==> src/hw/rtl/bqf_pkg.sv <==
// ----------------------------------------------------------------------------
// bqf_pkg
// Widths, codes, control word layout and microcode for the biquad core.
// ----------------------------------------------------------------------------
package bqf_pkg;

  localparam int CHAN_W   = 3;
  localparam int SAMPLE_W = 24;
  localparam int COEF_W   = 32;
  localparam int PROD_W   = COEF_W + SAMPLE_W;
  localparam int ACC_W    = PROD_W + 2;
  localparam int STATE_W  = 48;
  localparam int CFG_IDX_W = 3;
  localparam int STEP_W   = 4;
  localparam int ACC_SHIFT = 7;
  localparam int OUT_SHIFT = 17;

  // configuration register indexes
  localparam logic [CFG_IDX_W-1:0] CFG_B0 = 3'd0;
  localparam logic [CFG_IDX_W-1:0] CFG_B1 = 3'd1;
  localparam logic [CFG_IDX_W-1:0] CFG_B2 = 3'd2;
  localparam logic [CFG_IDX_W-1:0] CFG_A1 = 3'd3;
  localparam logic [CFG_IDX_W-1:0] CFG_A2 = 3'd4;

  localparam logic signed [COEF_W-1:0] COEF_UNITY = 32'sh0100_0000;

  localparam logic signed [ACC_W-1:0] RND_HALF  = 58'sd65536;
  localparam logic signed [ACC_W-1:0] Y_MAX     = 58'sd8388607;
  localparam logic signed [ACC_W-1:0] Y_MIN     = -58'sd8388608;
  localparam logic signed [ACC_W-1:0] STATE_MAX = 58'sd140737488355327;
  localparam logic signed [ACC_W-1:0] STATE_MIN = -58'sd140737488355328;

  typedef enum logic [2:0] {
    COEF_SEL_B0,
    COEF_SEL_B1,
    COEF_SEL_B2,
    COEF_SEL_A1,
    COEF_SEL_A2
  } coef_sel_t;

  typedef enum logic {
    OPND_X,
    OPND_Y
  } opnd_sel_t;

  typedef enum logic [1:0] {
    ACC_HOLD,
    ACC_LOAD,
    ACC_SUB,
    ACC_SHADD
  } acc_op_t;

  typedef enum logic [1:0] {
    Z_ONE,
    Z_TWO,
    Z_NONE
  } z_sel_t;

  typedef enum logic [1:0] {
    HOLD_NONE,
    HOLD_IN,
    HOLD_OUT
  } hold_t;

  typedef struct packed {
    logic      take_in;
    logic      mul_en;
    coef_sel_t coef_sel;
    opnd_sel_t opnd_sel;
    acc_op_t   acc_op;
    z_sel_t    z_sel;
    logic      y_en;
    logic      wr_one;
    logic      wr_two;
    logic      emit;
    hold_t     hold;
    logic      last;
  } ctl_t;

  localparam ctl_t CTL_NOP = '{
    take_in:  1'b0,
    mul_en:   1'b0,
    coef_sel: COEF_SEL_B0,
    opnd_sel: OPND_X,
    acc_op:   ACC_HOLD,
    z_sel:    Z_NONE,
    y_en:     1'b0,
    wr_one:   1'b0,
    wr_two:   1'b0,
    emit:     1'b0,
    hold:     HOLD_NONE,
    last:     1'b0
  };

  // one control word per step of the program
  function automatic ctl_t ucode(input logic [STEP_W-1:0] step);
    ctl_t c;
    c = CTL_NOP;
    unique case (step)
      4'd0: begin
        c.take_in = 1'b1;
        c.hold    = HOLD_IN;
      end
      4'd1: begin
        c.mul_en = 1'b1; c.coef_sel = COEF_SEL_B0; c.opnd_sel = OPND_X;
      end
      4'd2: begin
        c.acc_op = ACC_LOAD;
        c.mul_en = 1'b1; c.coef_sel = COEF_SEL_B1; c.opnd_sel = OPND_X;
      end
      4'd3: begin
        c.acc_op = ACC_SHADD; c.z_sel = Z_ONE;
      end
      4'd4: begin
        c.y_en   = 1'b1;
        c.acc_op = ACC_LOAD;
      end
      4'd5: begin
        c.mul_en = 1'b1; c.coef_sel = COEF_SEL_A1; c.opnd_sel = OPND_Y;
      end
      4'd6: begin
        c.acc_op = ACC_SUB;
        c.mul_en = 1'b1; c.coef_sel = COEF_SEL_B2; c.opnd_sel = OPND_X;
      end
      4'd7: begin
        c.acc_op = ACC_SHADD; c.z_sel = Z_TWO;
      end
      4'd8: begin
        c.wr_one = 1'b1;
        c.acc_op = ACC_LOAD;
        c.mul_en = 1'b1; c.coef_sel = COEF_SEL_A2; c.opnd_sel = OPND_Y;
      end
      4'd9: begin
        c.acc_op = ACC_SUB;
      end
      4'd10: begin
        c.acc_op = ACC_SHADD; c.z_sel = Z_NONE;
      end
      4'd11: begin
        c.wr_two = 1'b1;
        c.emit   = 1'b1;
        c.hold   = HOLD_OUT;
        c.last   = 1'b1;
      end
      default: begin
        c.last = 1'b1;
      end
    endcase
    return c;
  endfunction

endpackage

==> src/hw/rtl/bqf_if.sv <==
// ----------------------------------------------------------------------------
// bqf_if
// Valid/ready stream interfaces for sample beats into and out of the core.
// ----------------------------------------------------------------------------
interface bqf_in_if;
  logic                                 valid;
  logic                                 ready;
  logic [bqf_pkg::CHAN_W-1:0]           channel;
  logic signed [bqf_pkg::SAMPLE_W-1:0]  sample_in;

  modport source (output valid, output channel, output sample_in, input ready);
  modport sink   (input valid, input channel, input sample_in, output ready);
endinterface

interface bqf_out_if;
  logic                                 valid;
  logic                                 ready;
  logic [bqf_pkg::CHAN_W-1:0]           channel_out;
  logic signed [bqf_pkg::SAMPLE_W-1:0]  sample_out;
  logic                                 clipped;

  modport source (output valid, output channel_out, output sample_out, output clipped,
                  input ready);
  modport sink   (input valid, input channel_out, input sample_out, input clipped,
                  output ready);
endinterface

==> src/hw/rtl/bqf_sequencer.sv <==
// ----------------------------------------------------------------------------
// bqf_sequencer
// Step counter over the microcode table, with wait-in-place conditions.
// ----------------------------------------------------------------------------
module bqf_sequencer (
  input  logic          clk,
  input  logic          rst,
  input  logic          in_valid,
  input  logic          out_busy,
  output bqf_pkg::ctl_t ctl
);

  logic [bqf_pkg::STEP_W-1:0] step;
  logic [bqf_pkg::STEP_W-1:0] step_next;
  logic                       stay;

  assign ctl = bqf_pkg::ucode(step);

  always_comb begin
    unique case (ctl.hold)
      bqf_pkg::HOLD_IN:  stay = !in_valid;
      bqf_pkg::HOLD_OUT: stay = out_busy;
      default:           stay = 1'b0;
    endcase
    priority if (stay) begin
      step_next = step;
    end else if (ctl.last) begin
      step_next = '0;
    end else begin
      step_next = step + 1'b1;
    end
  end

  always_ff @(posedge clk) begin
    if (rst) begin
      step <= '0;
    end else begin
      step <= step_next;
    end
  end

endmodule

==> src/hw/rtl/bqf_datapath.sv <==
// ----------------------------------------------------------------------------
// bqf_datapath
// Coefficients, shared multiplier, accumulator, delay memories and result.
// ----------------------------------------------------------------------------
module bqf_datapath #(
  parameter int CHANNELS = 8
) (
  input  logic                                 clk,
  input  logic                                 rst,
  input  logic                                 cfg_we,
  input  logic [bqf_pkg::CFG_IDX_W-1:0]        cfg_index,
  input  logic [bqf_pkg::COEF_W-1:0]           cfg_data,
  input  bqf_pkg::ctl_t                        ctl,
  input  logic                                 in_fire,
  input  logic [bqf_pkg::CHAN_W-1:0]           in_channel,
  input  logic signed [bqf_pkg::SAMPLE_W-1:0]  in_sample,
  input  logic                                 out_load,
  output logic [bqf_pkg::CHAN_W-1:0]           out_channel,
  output logic signed [bqf_pkg::SAMPLE_W-1:0]  out_sample,
  output logic                                 out_clipped
);

  localparam int ADDR_W = (CHANNELS > 1) ? $clog2(CHANNELS) : 1;

  logic signed [bqf_pkg::COEF_W-1:0]   coef_b0, coef_b1, coef_b2, coef_a1, coef_a2;
  logic signed [bqf_pkg::SAMPLE_W-1:0] x_reg;
  logic signed [bqf_pkg::SAMPLE_W-1:0] y_reg;
  logic                                clip_reg;
  logic [bqf_pkg::CHAN_W-1:0]          ch_reg;
  logic                                ch_ok;
  logic [ADDR_W-1:0]                   wr_addr;
  logic [ADDR_W-1:0]                   rd_addr;

  logic signed [bqf_pkg::STATE_W-1:0]  mem_one [CHANNELS];
  logic signed [bqf_pkg::STATE_W-1:0]  mem_two [CHANNELS];
  logic [CHANNELS-1:0]                 vld_one, vld_two;
  logic signed [bqf_pkg::STATE_W-1:0]  rd_one, rd_two;
  logic                                rdv_one, rdv_two;

  logic signed [bqf_pkg::COEF_W-1:0]   mul_a;
  logic signed [bqf_pkg::SAMPLE_W-1:0] mul_b;
  logic signed [bqf_pkg::PROD_W-1:0]   prod;
  logic signed [bqf_pkg::ACC_W-1:0]    acc;
  logic signed [bqf_pkg::ACC_W-1:0]    zval;
  logic signed [bqf_pkg::ACC_W-1:0]    y_full;
  logic signed [bqf_pkg::SAMPLE_W-1:0] y_sat;
  logic                                y_clip;
  logic signed [bqf_pkg::STATE_W-1:0]  st_sat;

  assign rd_addr = ADDR_W'(in_channel);
  assign wr_addr = ADDR_W'(ch_reg);

  // coefficient registers, passthrough after reset
  always_ff @(posedge clk) begin
    if (rst) begin
      coef_b0 <= bqf_pkg::COEF_UNITY;
      coef_b1 <= '0;
      coef_b2 <= '0;
      coef_a1 <= '0;
      coef_a2 <= '0;
    end else if (cfg_we) begin
      unique case (cfg_index)
        bqf_pkg::CFG_B0: coef_b0 <= cfg_data;
        bqf_pkg::CFG_B1: coef_b1 <= cfg_data;
        bqf_pkg::CFG_B2: coef_b2 <= cfg_data;
        bqf_pkg::CFG_A1: coef_a1 <= cfg_data;
        bqf_pkg::CFG_A2: coef_a2 <= cfg_data;
        default: ;
      endcase
    end
  end

  // capture the input beat and fetch both delay words of its channel
  always_ff @(posedge clk) begin
    if (in_fire) begin
      x_reg   <= in_sample;
      ch_reg  <= in_channel;
      ch_ok   <= 32'(in_channel) < CHANNELS;
      rd_one  <= mem_one[rd_addr];
      rd_two  <= mem_two[rd_addr];
      rdv_one <= vld_one[rd_addr];
      rdv_two <= vld_two[rd_addr];
    end
  end

  always_ff @(posedge clk) begin
    if (ctl.wr_one && ch_ok) begin
      mem_one[wr_addr] <= st_sat;
    end
    if (ctl.wr_two && ch_ok) begin
      mem_two[wr_addr] <= st_sat;
    end
  end

  // a never-written entry reads as zero
  always_ff @(posedge clk) begin
    if (rst) begin
      vld_one <= '0;
      vld_two <= '0;
    end else begin
      if (ctl.wr_one && ch_ok) begin
        vld_one[wr_addr] <= 1'b1;
      end
      if (ctl.wr_two && ch_ok) begin
        vld_two[wr_addr] <= 1'b1;
      end
    end
  end

  always_comb begin
    unique case (ctl.coef_sel)
      bqf_pkg::COEF_SEL_B0: mul_a = coef_b0;
      bqf_pkg::COEF_SEL_B1: mul_a = coef_b1;
      bqf_pkg::COEF_SEL_B2: mul_a = coef_b2;
      bqf_pkg::COEF_SEL_A1: mul_a = coef_a1;
      bqf_pkg::COEF_SEL_A2: mul_a = coef_a2;
      default:              mul_a = '0;
    endcase
    unique case (ctl.opnd_sel)
      bqf_pkg::OPND_X: mul_b = x_reg;
      bqf_pkg::OPND_Y: mul_b = y_reg;
      default:         mul_b = '0;
    endcase
  end

  always_ff @(posedge clk) begin
    if (ctl.mul_en) begin
      prod <= bqf_pkg::PROD_W'(mul_a) * bqf_pkg::PROD_W'(mul_b);
    end
  end

  always_comb begin
    unique case (ctl.z_sel)
      bqf_pkg::Z_ONE:
        zval = (rdv_one && ch_ok) ? bqf_pkg::ACC_W'(rd_one) : '0;
      bqf_pkg::Z_TWO:
        zval = (rdv_two && ch_ok) ? bqf_pkg::ACC_W'(rd_two) : '0;
      default:
        zval = '0;
    endcase
  end

  // arithmetic shift right floors, as the product scaling needs
  always_ff @(posedge clk) begin
    unique case (ctl.acc_op)
      bqf_pkg::ACC_LOAD:  acc <= bqf_pkg::ACC_W'(prod);
      bqf_pkg::ACC_SUB:   acc <= acc - bqf_pkg::ACC_W'(prod);
      bqf_pkg::ACC_SHADD: acc <= (acc >>> bqf_pkg::ACC_SHIFT) + zval;
      default:            acc <= acc;
    endcase
  end

  // round half up to Q1.23, then clamp the sample and the state word
  always_comb begin
    y_full = (acc + bqf_pkg::RND_HALF) >>> bqf_pkg::OUT_SHIFT;
    priority if (y_full > bqf_pkg::Y_MAX) begin
      y_sat  = bqf_pkg::SAMPLE_W'(bqf_pkg::Y_MAX);
      y_clip = 1'b1;
    end else if (y_full < bqf_pkg::Y_MIN) begin
      y_sat  = bqf_pkg::SAMPLE_W'(bqf_pkg::Y_MIN);
      y_clip = 1'b1;
    end else begin
      y_sat  = y_full[bqf_pkg::SAMPLE_W-1:0];
      y_clip = 1'b0;
    end
    priority if (acc > bqf_pkg::STATE_MAX) begin
      st_sat = bqf_pkg::STATE_W'(bqf_pkg::STATE_MAX);
    end else if (acc < bqf_pkg::STATE_MIN) begin
      st_sat = bqf_pkg::STATE_W'(bqf_pkg::STATE_MIN);
    end else begin
      st_sat = acc[bqf_pkg::STATE_W-1:0];
    end
  end

  always_ff @(posedge clk) begin
    if (ctl.y_en) begin
      y_reg    <= y_sat;
      clip_reg <= y_clip;
    end
  end

  always_ff @(posedge clk) begin
    if (out_load) begin
      out_channel <= ch_reg;
      out_sample  <= y_reg;
      out_clipped <= clip_reg;
    end
  end

endmodule

==> src/hw/rtl/biquad_tdf2_filter_core.sv <==
// ----------------------------------------------------------------------------
// biquad_tdf2_filter_core
// Multichannel biquad IIR section, transposed direct form II, microcoded.
// ----------------------------------------------------------------------------
// Usage:
//   in_stream carries one sample beat (channel, Q1.23 sample_in); out_stream
//   returns one beat per input (channel_out, saturated sample_out, clipped).
//   Coefficients b0, b1, b2, a1, a2 (Q8.24) are written through cfg_we,
//   cfg_index and cfg_data while the core is idle; indexes past a2 are dropped.
//   Each sample runs a 12-step program over one shared 32x24 multiplier and
//   one accumulator, five products in turn, walked by the microcode step
//   counter; a new beat is taken only on the program's fetch step.
//   The next beat is accepted while a finished result still waits in the
//   output register; a stalled receiver holds the program on its last step,
//   so at most one result waits and one item is in flight.
//   Reset restores passthrough coefficients (b0 = 1.0, others zero) and
//   clears per-channel valid bits, so every delay word reads as zero until
//   its channel is first written. Channels at or above CHANNELS filter with
//   zero state and leave the state alone.
// ----------------------------------------------------------------------------
module biquad_tdf2_filter_core #(
  parameter int CHANNELS = 8
) (
  input  logic                           clk,
  input  logic                           rst,
  input  logic                           cfg_we,
  input  logic [bqf_pkg::CFG_IDX_W-1:0]  cfg_index,
  input  logic [bqf_pkg::COEF_W-1:0]     cfg_data,
  bqf_in_if.sink                         in_stream,
  bqf_out_if.source                      out_stream
);

  bqf_pkg::ctl_t ctl;
  logic          in_fire;
  logic          out_load;
  logic          out_valid;
  logic          out_busy;

  // result register is occupied and not being taken this cycle
  assign out_busy = out_valid && !out_stream.ready;

  // accept only on the program's fetch step, never while in reset
  assign in_stream.ready = ctl.take_in && !rst;
  assign in_fire         = in_stream.valid && ctl.take_in && !rst;

  // load the result once the output register is free
  assign out_load = ctl.emit && !out_busy;

  bqf_sequencer u_seq (
    .clk      (clk),
    .rst      (rst),
    .in_valid (in_stream.valid),
    .out_busy (out_busy),
    .ctl      (ctl)
  );

  bqf_datapath #(
    .CHANNELS (CHANNELS)
  ) u_dp (
    .clk         (clk),
    .rst         (rst),
    .cfg_we      (cfg_we),
    .cfg_index   (cfg_index),
    .cfg_data    (cfg_data),
    .ctl         (ctl),
    .in_fire     (in_fire),
    .in_channel  (in_stream.channel),
    .in_sample   (in_stream.sample_in),
    .out_load    (out_load),
    .out_channel (out_stream.channel_out),
    .out_sample  (out_stream.sample_out),
    .out_clipped (out_stream.clipped)
  );

  // hold the beat until taken; a new load replaces one taken this cycle
  always_ff @(posedge clk) begin
    if (rst) begin
      out_valid <= 1'b0;
    end else if (out_load) begin
      out_valid <= 1'b1;
    end else if (out_stream.ready) begin
      out_valid <= 1'b0;
    end
  end

  assign out_stream.valid = out_valid;

endmodule

==> src/flat_wrapper.sv <==
// flat-port wrapper written by rule: the top's interface ports become plain ports
module biquad_tdf2_filter_core_flat 
#(
  parameter int CHANNELS = 8
)
  (clk, rst, cfg_we, cfg_index, cfg_data, in_stream_valid, in_stream_channel, in_stream_sample_in, in_stream_ready, out_stream_valid, out_stream_channel_out, out_stream_sample_out, out_stream_clipped, out_stream_ready);
  bqf_in_if in_stream_i ();
  bqf_out_if out_stream_i ();
  input  logic clk;
  input  logic rst;
  input  logic cfg_we;
  input  logic [bqf_pkg::CFG_IDX_W-1:0] cfg_index;
  input  logic [bqf_pkg::COEF_W-1:0] cfg_data;
  input wire logic [$bits(in_stream_i.valid)-1:0] in_stream_valid;
  input wire logic [$bits(in_stream_i.channel)-1:0] in_stream_channel;
  input wire logic [$bits(in_stream_i.sample_in)-1:0] in_stream_sample_in;
  output wire logic [$bits(in_stream_i.ready)-1:0] in_stream_ready;
  output wire logic [$bits(out_stream_i.valid)-1:0] out_stream_valid;
  output wire logic [$bits(out_stream_i.channel_out)-1:0] out_stream_channel_out;
  output wire logic [$bits(out_stream_i.sample_out)-1:0] out_stream_sample_out;
  output wire logic [$bits(out_stream_i.clipped)-1:0] out_stream_clipped;
  input wire logic [$bits(out_stream_i.ready)-1:0] out_stream_ready;
  assign in_stream_i.valid = in_stream_valid;
  assign in_stream_i.channel = in_stream_channel;
  assign in_stream_i.sample_in = in_stream_sample_in;
  assign in_stream_ready = in_stream_i.ready;
  assign out_stream_valid = out_stream_i.valid;
  assign out_stream_channel_out = out_stream_i.channel_out;
  assign out_stream_sample_out = out_stream_i.sample_out;
  assign out_stream_clipped = out_stream_i.clipped;
  assign out_stream_i.ready = out_stream_ready;
  biquad_tdf2_filter_core #(.CHANNELS(CHANNELS)) u_core (.clk(clk), .rst(rst), .cfg_we(cfg_we), .cfg_index(cfg_index), .cfg_data(cfg_data), .in_stream(in_stream_i), .out_stream(out_stream_i));
endmodule
==> config.mk <==
export PLATFORM = sky130hd
export DESIGN_NAME = biquad_tdf2_filter_core_flat
export DESIGN_NICKNAME = d
export VERILOG_FILES = /design/src/hw/rtl/bqf_pkg.sv /design/src/hw/rtl/bqf_if.sv /design/src/hw/rtl/bqf_sequencer.sv /design/src/hw/rtl/bqf_datapath.sv /design/src/hw/rtl/biquad_tdf2_filter_core.sv /design/src/flat_wrapper.sv
export SDC_FILE = /design/constraint.sdc
export NUM_CORES = 2
export LEC_CHECK = 0
export BUFFER_PORTS_ARGS = -buffer_cell sky130_fd_sc_hd__buf_4
export CORE_MARGIN = 2
export CORE_UTILIZATION = 45
export CTS_BUF_LIST = sky130_fd_sc_hd__clkbuf_4 sky130_fd_sc_hd__clkbuf_8 sky130_fd_sc_hd__clkbuf_16
export DETAILED_ROUTE_END_ITERATION = 10
export SYNTH_ARGS = -nofsm -noshare
export SYNTH_HDL_FRONTEND = slang
export SYNTH_SLANG_ARGS = --single-unit
==> constraint.sdc <==
create_clock -name clk -period 12.25 [get_ports clk]
set_clock_uncertainty 0.15 [all_clocks]
set_input_delay 0.6125 -clock clk [delete_from_list [all_inputs] [get_ports clk]]
set_output_delay 0.6125 -clock clk [all_outputs]
set_load 0.02 [all_outputs]
# ---- Word level (Yosys, flattened, before mapping)
# Memory sizes are Yosys's and may differ from the RTL's. A register that Yosys moved wholly into a read port is not among the register bits.
# Cells that the tools add are included.
dict set report totals {
  register_bits 377
  latchBits 0
  ramBits 768
  mem_bits_ro 0
  in_bits 67
  word_cells 119
  memories 2
}
dict set report classes {
  n_addsub 4
  n_mul 1
  n_div 0
  n_lt_le_gt_ge 7
  eq_ne 25
  shift 0
  n_mux 32
  bitwise 3
  reduce_logical 25
}
# name words width read_ports rd_ports_with_merged_regs wr line
set memory_table {}
lappend memory_table {u_core.u_dp.mem_one 8 48 1 1 1 bqf_datapath.sv:34} ;# logic signed [bqf_pkg::STATE_W-1:0] mem_one [CHANNELS];
lappend memory_table {u_core.u_dp.mem_two 8 48 1 1 1 bqf_datapath.sv:35} ;# logic signed [bqf_pkg::STATE_W-1:0] mem_two [CHANNELS];
# op n
set op_table {}
lappend op_table {{58-bit case mux with 3 select lines} 1}
lappend op_table {{32-bit case mux with 5 select lines} 1}
lappend op_table {{58-bit two-way mux} 2}
lappend op_table {{58-bit case mux with 2 select lines} 1}
lappend op_table {{48-bit two-way mux} 2}
lappend op_table {{51-bit by 58-bit adder with 58-bit output} 1}
lappend op_table {{58-bit by 18-bit adder with 58-bit output, second input constant} 1}
lappend op_table {{58-bit by 48-bit > comparator with 1-bit output, second input constant} 1}
lappend op_table {{58-bit by 48-bit less-than comparator with 1-bit output, second input constant} 1}
lappend op_table {{58-bit by 56-bit subtractor with 58-bit output} 1}
lappend op_table {{32-bit by 24-bit multiplier with 56-bit output} 1}
lappend op_table {{24-bit case mux with 2 select lines} 1}
lappend op_table {{41-bit by 24-bit > comparator with 1-bit output, second input constant} 1}
lappend op_table {{41-bit by 24-bit less-than comparator with 1-bit output, second input constant} 1}
lappend op_table {{5-bit case mux with 5 select lines} 1}
lappend op_table {{24-bit two-way mux} 1}
lappend op_table {{4-bit by 3-bit == test with 1-bit output, second input constant} 4}
lappend op_table {{4-bit == test, second input constant} 4}
lappend op_table {{8-bit bitwise OR} 2}
lappend op_table {{1-bit two-way mux} 13}
lappend op_table {{3-bit by 2-bit == test with 1-bit output, second input constant} 4}
lappend op_table {{11-bit OR reduction} 1}
lappend op_table {{2-bit AND reduction} 5}
lappend op_table {{4-bit by 2-bit == test with 1-bit output, second input constant} 2}
lappend op_table {{25 further kinds} 44}

# ---- Logic depth before layout (Yosys ltp)
dict set report logic_depth {
  ltp_word 6
  depth_mapped 38
}

# ---- Modules after synthesis
# Synthesis repeated with hierarchy kept, for this count alone.
dict set report unflattened {
  hier_cells 6951
  area_unflattened_um2 81583.2
}
# mod instances cells_per_inst area_per_inst_um2
set by_module_without_submodules {}
lappend by_module_without_submodules {bqf_datapath 1 6874 80990.2}
lappend by_module_without_submodules {bqf_sequencer 1 71 523.0}
lappend by_module_without_submodules {biquad_tdf2_filter_core 1 6 70.1}

# ---- Least setup slack after synthesis
# Ideal clock, no wire load.
dict set report synth_path {
  path_type {register -> register}
  startpoint {reg u_core.u_seq.step[0] in the netlist's numbering}
  endpoint {reg u_core.u_dp.prod[53] in the netlist's numbering, data pin}
  setup_time_ps 259
  arrival_ps 8992
  slack_ps 2849
  path_stages_with_launch 35
  period_less_slack_ps 9401
  path_cell_list {dfxtp_1 -> inv_1 -> ha_1 -> clkbuf_1 -> and3_1 -> clkbuf_1 -> or2_2 -> clkbuf_1 -> buf_2 -> buf_1 -> mux2i_1 -> clkbuf_1 -> nor2_1 -> fa_1 -> inv_1 -> fa_1 -> fa_1 -> fa_1 -> fa_1 -> inv_1 -> fa_1 -> inv_1 -> fa_1 -> inv_1 -> ha_1 -> a21o_1 -> o311ai_0 -> a21oi_1 -> a211o_1 -> a31oi_1 -> o21ai_0 -> a221oi_1 -> o21ai_1 -> o21a_1 -> xor2_1}
}
dict set report synth_between {
  elab_chain_cells 5
}
# element line
set synth_rtl {}
lappend synth_rtl {{start: declaration} bqf_sequencer.sv:13} ;# logic [bqf_pkg::STEP_W-1:0] step;
lappend synth_rtl {{start signal: assignment} bqf_sequencer.sv:38} ;# step <= step_next;
lappend synth_rtl {{4-bit == test, or another cell as far along} bqf_pkg.sv:99} ;# unique case (step)
lappend synth_rtl {{5-bit case mux with 5 select lines *} bqf_pkg.sv:99}
lappend synth_rtl {{3-bit == test, or another cell as far along} bqf_datapath.sv:111} ;# unique case (ctl.coef_sel)
lappend synth_rtl {{32-bit case mux with 5 select lines / 24-bit case mux with 2 select lines (equally long branches)} {bqf_datapath.sv:111, bqf_datapath.sv:119}}
lappend synth_rtl {{32-bit by 24-bit multiplier with 56-bit output *} bqf_datapath.sv:128} ;# prod <= bqf_pkg::PROD_W'(mul_a) * bqf_pkg::PROD_W'(mul_b);
lappend synth_rtl {{end signal: assignment} bqf_datapath.sv:128}
lappend synth_rtl {{end: declaration} bqf_datapath.sv:42} ;# logic signed [bqf_pkg::PROD_W-1:0] prod;
# Mark *: on every way between the ends. The rest lies on a longest branch, timed or not.
# A chain may end at the register's enable or synchronous reset.

# ---- Final worst setup path
dict set report layout_path {
  startpoint {reg u_core.u_seq.step[0] in the netlist's numbering}
  endpoint {reg u_core.u_dp.prod[54] in the netlist's numbering, data pin}
}
# Same word-level chain as after synthesis.

==> flow_metrics.tcl <==
set metrics [dict create \
    clock-root-buffer "clkbuf_16" \
    antenna_found_initial 2 \
    cpMaxStageDelayCell "a221o_1" \
    finalSetupTns_ns 0 \
    p_per_area_nw_per_um2 184.5 \
    yosysTopAreaCell "edfxtp_1" \
    rows 155 \
    initial_core_util 0.4516 \
    die_x_um 426.7 \
    globalRouteOverflowTotal 0 \
    grt_pass1_vias 54700 \
    ioPinCount 97 \
    ys.warnings.count 0 \
    drive_above_1_share 0.1193 \
    cts-resized-gates 0 \
    htreeDepth 4 \
    synthFlopType "edfxtp_1" \
    yosysMostFrequentCell "edfxtp_1" \
    clk_latency_ns 0.80 \
    ant_nets 0 \
    avgViaCountPerCell 5.692 \
    grt_pass1_wl_um 346300 \
    fin_ws_ns 1.316 \
    end_kind "flip-flop" \
    drt_iter0_drc 4848 \
    cp_data_required_time_ns 12.60 \
    synth-edff-count 1060 \
    reg_top3 "u_core.u_dp.mem_one: 384 flops, u_core.u_dp.mem_two: 384 flops, u_core.u_dp.acc: 58 flops" \
    cts_buffers 135 \
    hold_class "input port to flip-flop" \
    dp_hpwl_um 157200 \
    cp.depth 26 \
    ys_seq_area_frac 0.4409 \
    crit_arrival_ns 11.28 \
    hold_viol 0 \
    synthesis.area_per_instance_um2 11.94 \
    r2r-end "u_core.u_dp.prod[54]" \
    nets 7924 \
    yosys-top-cells-count "edfxtp_1 (1,060), nand2_1 (963), inv_1 (895)" \
    leakage_nw 35.19 \
    cp_top_family "adder cells" \
    max_stage_delay_ns 0.81 \
    crit_buf_inv 6 \
    violations "slew limit" \
    slew_viol_final 5 \
    netlist_area_um2 80410 \
    track_usage 0.2534 \
    setup-violations-final 0 \
    r2r-start "u_core.u_seq.step[0]" \
    ir_worst_vdd_v 0.0001674 \
    synth_area_leaders "edfxtp_1 (40%), fa_1 (20%), mux4_2 (5.5%)" \
    drv_cap 0 \
    rr_worst_depth 26 \
    fmax_mhz 91.46 \
    die_y_um 426.7 \
    clkTransAtPathRegs_ns 0.06 \
    finalPower_mw 16.44 \
    r2r_slack_ns 1.32 \
    worstHoldEndpoint "u_core.u_dp.coef_b0[24]" \
    worst_pin_slew_ns 1.617 \
    cp-start-kind "flip-flop" \
    synthCells 6736 \
    io_buffers 96 \
    drc 0 \
    min-delay-start "rst" \
    syn2layout_area_growth_pct 10.82 \
    vias 52760 \
    rsz0062_at_grt "false" \
    async_flop_share 0 \
    die_area_um2 182100 \
    path_class "flip-flop to flip-flop" \
    post-route-period-util 0.8926 \
    path_common_cell "fa_1" \
    wire_per_inst_um 24.30 \
    status "complete, but fails checks" \
    pre_cts_slack_ns 1.297 \
    dp_cells 8967 \
    ys_types 91 \
    cts_tree "built" \
    synth_nets 7853 \
    globalplace.congestion 0.9370 \
    clock_sinks 1241 \
    dr.pass1.iters 9 \
    hold_depth 3 \
    grt_max_degree 95 \
    synth_top_area_share 0.3959 \
    coreArea_um2 178000 \
    worstPathMaxFanout 36 \
    drt_wl_total_um 225300 \
    stdcell_count 9269 \
    post-route-min-period_ns 10.93 \
    maxSlewHeadroom -0.07791 \
    yosys_register_bits 1241 \
    clockBufferDepth 3 \
    utilization 0.5005 \
]
-- metal layers --
layer / up-vias / part of all wire / GRT usage
met5: - / 0.000067 / 0
met2: 1911 / 0.48 / 0.4192
met1: 27190 / 0.41 / 0.3339
met3: 497 / 0.064 / 0.04024
met4: 4 / 0.045 / 0.1037
li1: 23160 / - / -
-- worst max-delay path by stage --
| stage | start | to | slack, ns |
|---|---|---|---|
| finish | u_core.u_seq.step[0] | u_core.u_dp.prod[54] | 1.32 |
| detailed placement | u_core.u_seq.step[0] | u_core.u_dp.prod[54] | 1.30 |
| floorplan | u_core.u_seq.step[0] | u_core.u_dp.prod[53] | 2.85 |
| global route | u_core.u_seq.step[0] | u_core.u_dp.prod[54] | 0.79 |
| CTS | u_core.u_seq.step[0] | u_core.u_dp.prod[54] | 1.25 |
| global placement | u_core.u_seq.step[0] | u_core.u_dp.prod[54] | 1.05 |
-- final cells by class --
type,instances,area [um^2]
Clock inverter,73,835.8
Tap cell,2355,2947
Clock buffer,170,3707
Inverter,896,3363
Multi-Input combinational cell,4265,40630
Antenna cell,1,2.502
Fill cell,15600,88920
Timing Repair Buffer,268,2168
Sequential cell,1241,35450
-- power by group --
group / switching (mW) / total [mW] / internal, mW
Sequential: 0.319 / 5.64 / 5.33
Clock: 1.77 / 4.10 / 2.33
Combinational: 4.17 / 6.70 / 2.53
-- cells in the final DEF (no fill, tap or decap), types with 62 or more instances in the layout --
master and instances:
inv_1 895, o21ai_0 96, clkbuf_16 137, edfxtp_1 1060, dfxtp_1 181, xnor2_1 109, a21o_1 132, nand2_1 963
buf_4 208, a21oi_1 332, a22oi_1 62, fa_1 785, ha_1 265, mux4_2 196, xor2_1 73, mux2_2 122
nor2_1 439
-- tightest hold or removal path: cells and delay by family --
kind,cells,cell delay (ns)
buf+inv,2,0.29
simple gates,1,0.15
-- metrics by stage --
step | area, um^2 | hold slack [ns]
3_5_place_dp | 83990 | 0.2791
3_3_place_gp | 83960 | 0.2753
4_1_cts | 89100 | 0.1171
5_1_grt | 89110 | 0.1615
6_report | 89110 | 0.1693
2_1_floorplan | 80410 | 0.2503
-- logic make-up after synthesis --
family | synth area share
AO/OA/AOI/OAI | 0.08362
XOR/XNOR | 0.01982
adder cells (fa/ha/maj) | 0.2367
buffers and inverters | 0.05748
flip-flops | 0.4409
multiplexers | 0.07436
AND/OR/NAND/NOR | 0.08711
-- repair_timing --
action,in CTS,in global routing
hold buffers,57,0
endpoints found under the hold margin,185,0
setup buffers,0,0
No activity file was read; power rests on OpenSTA's default activity.
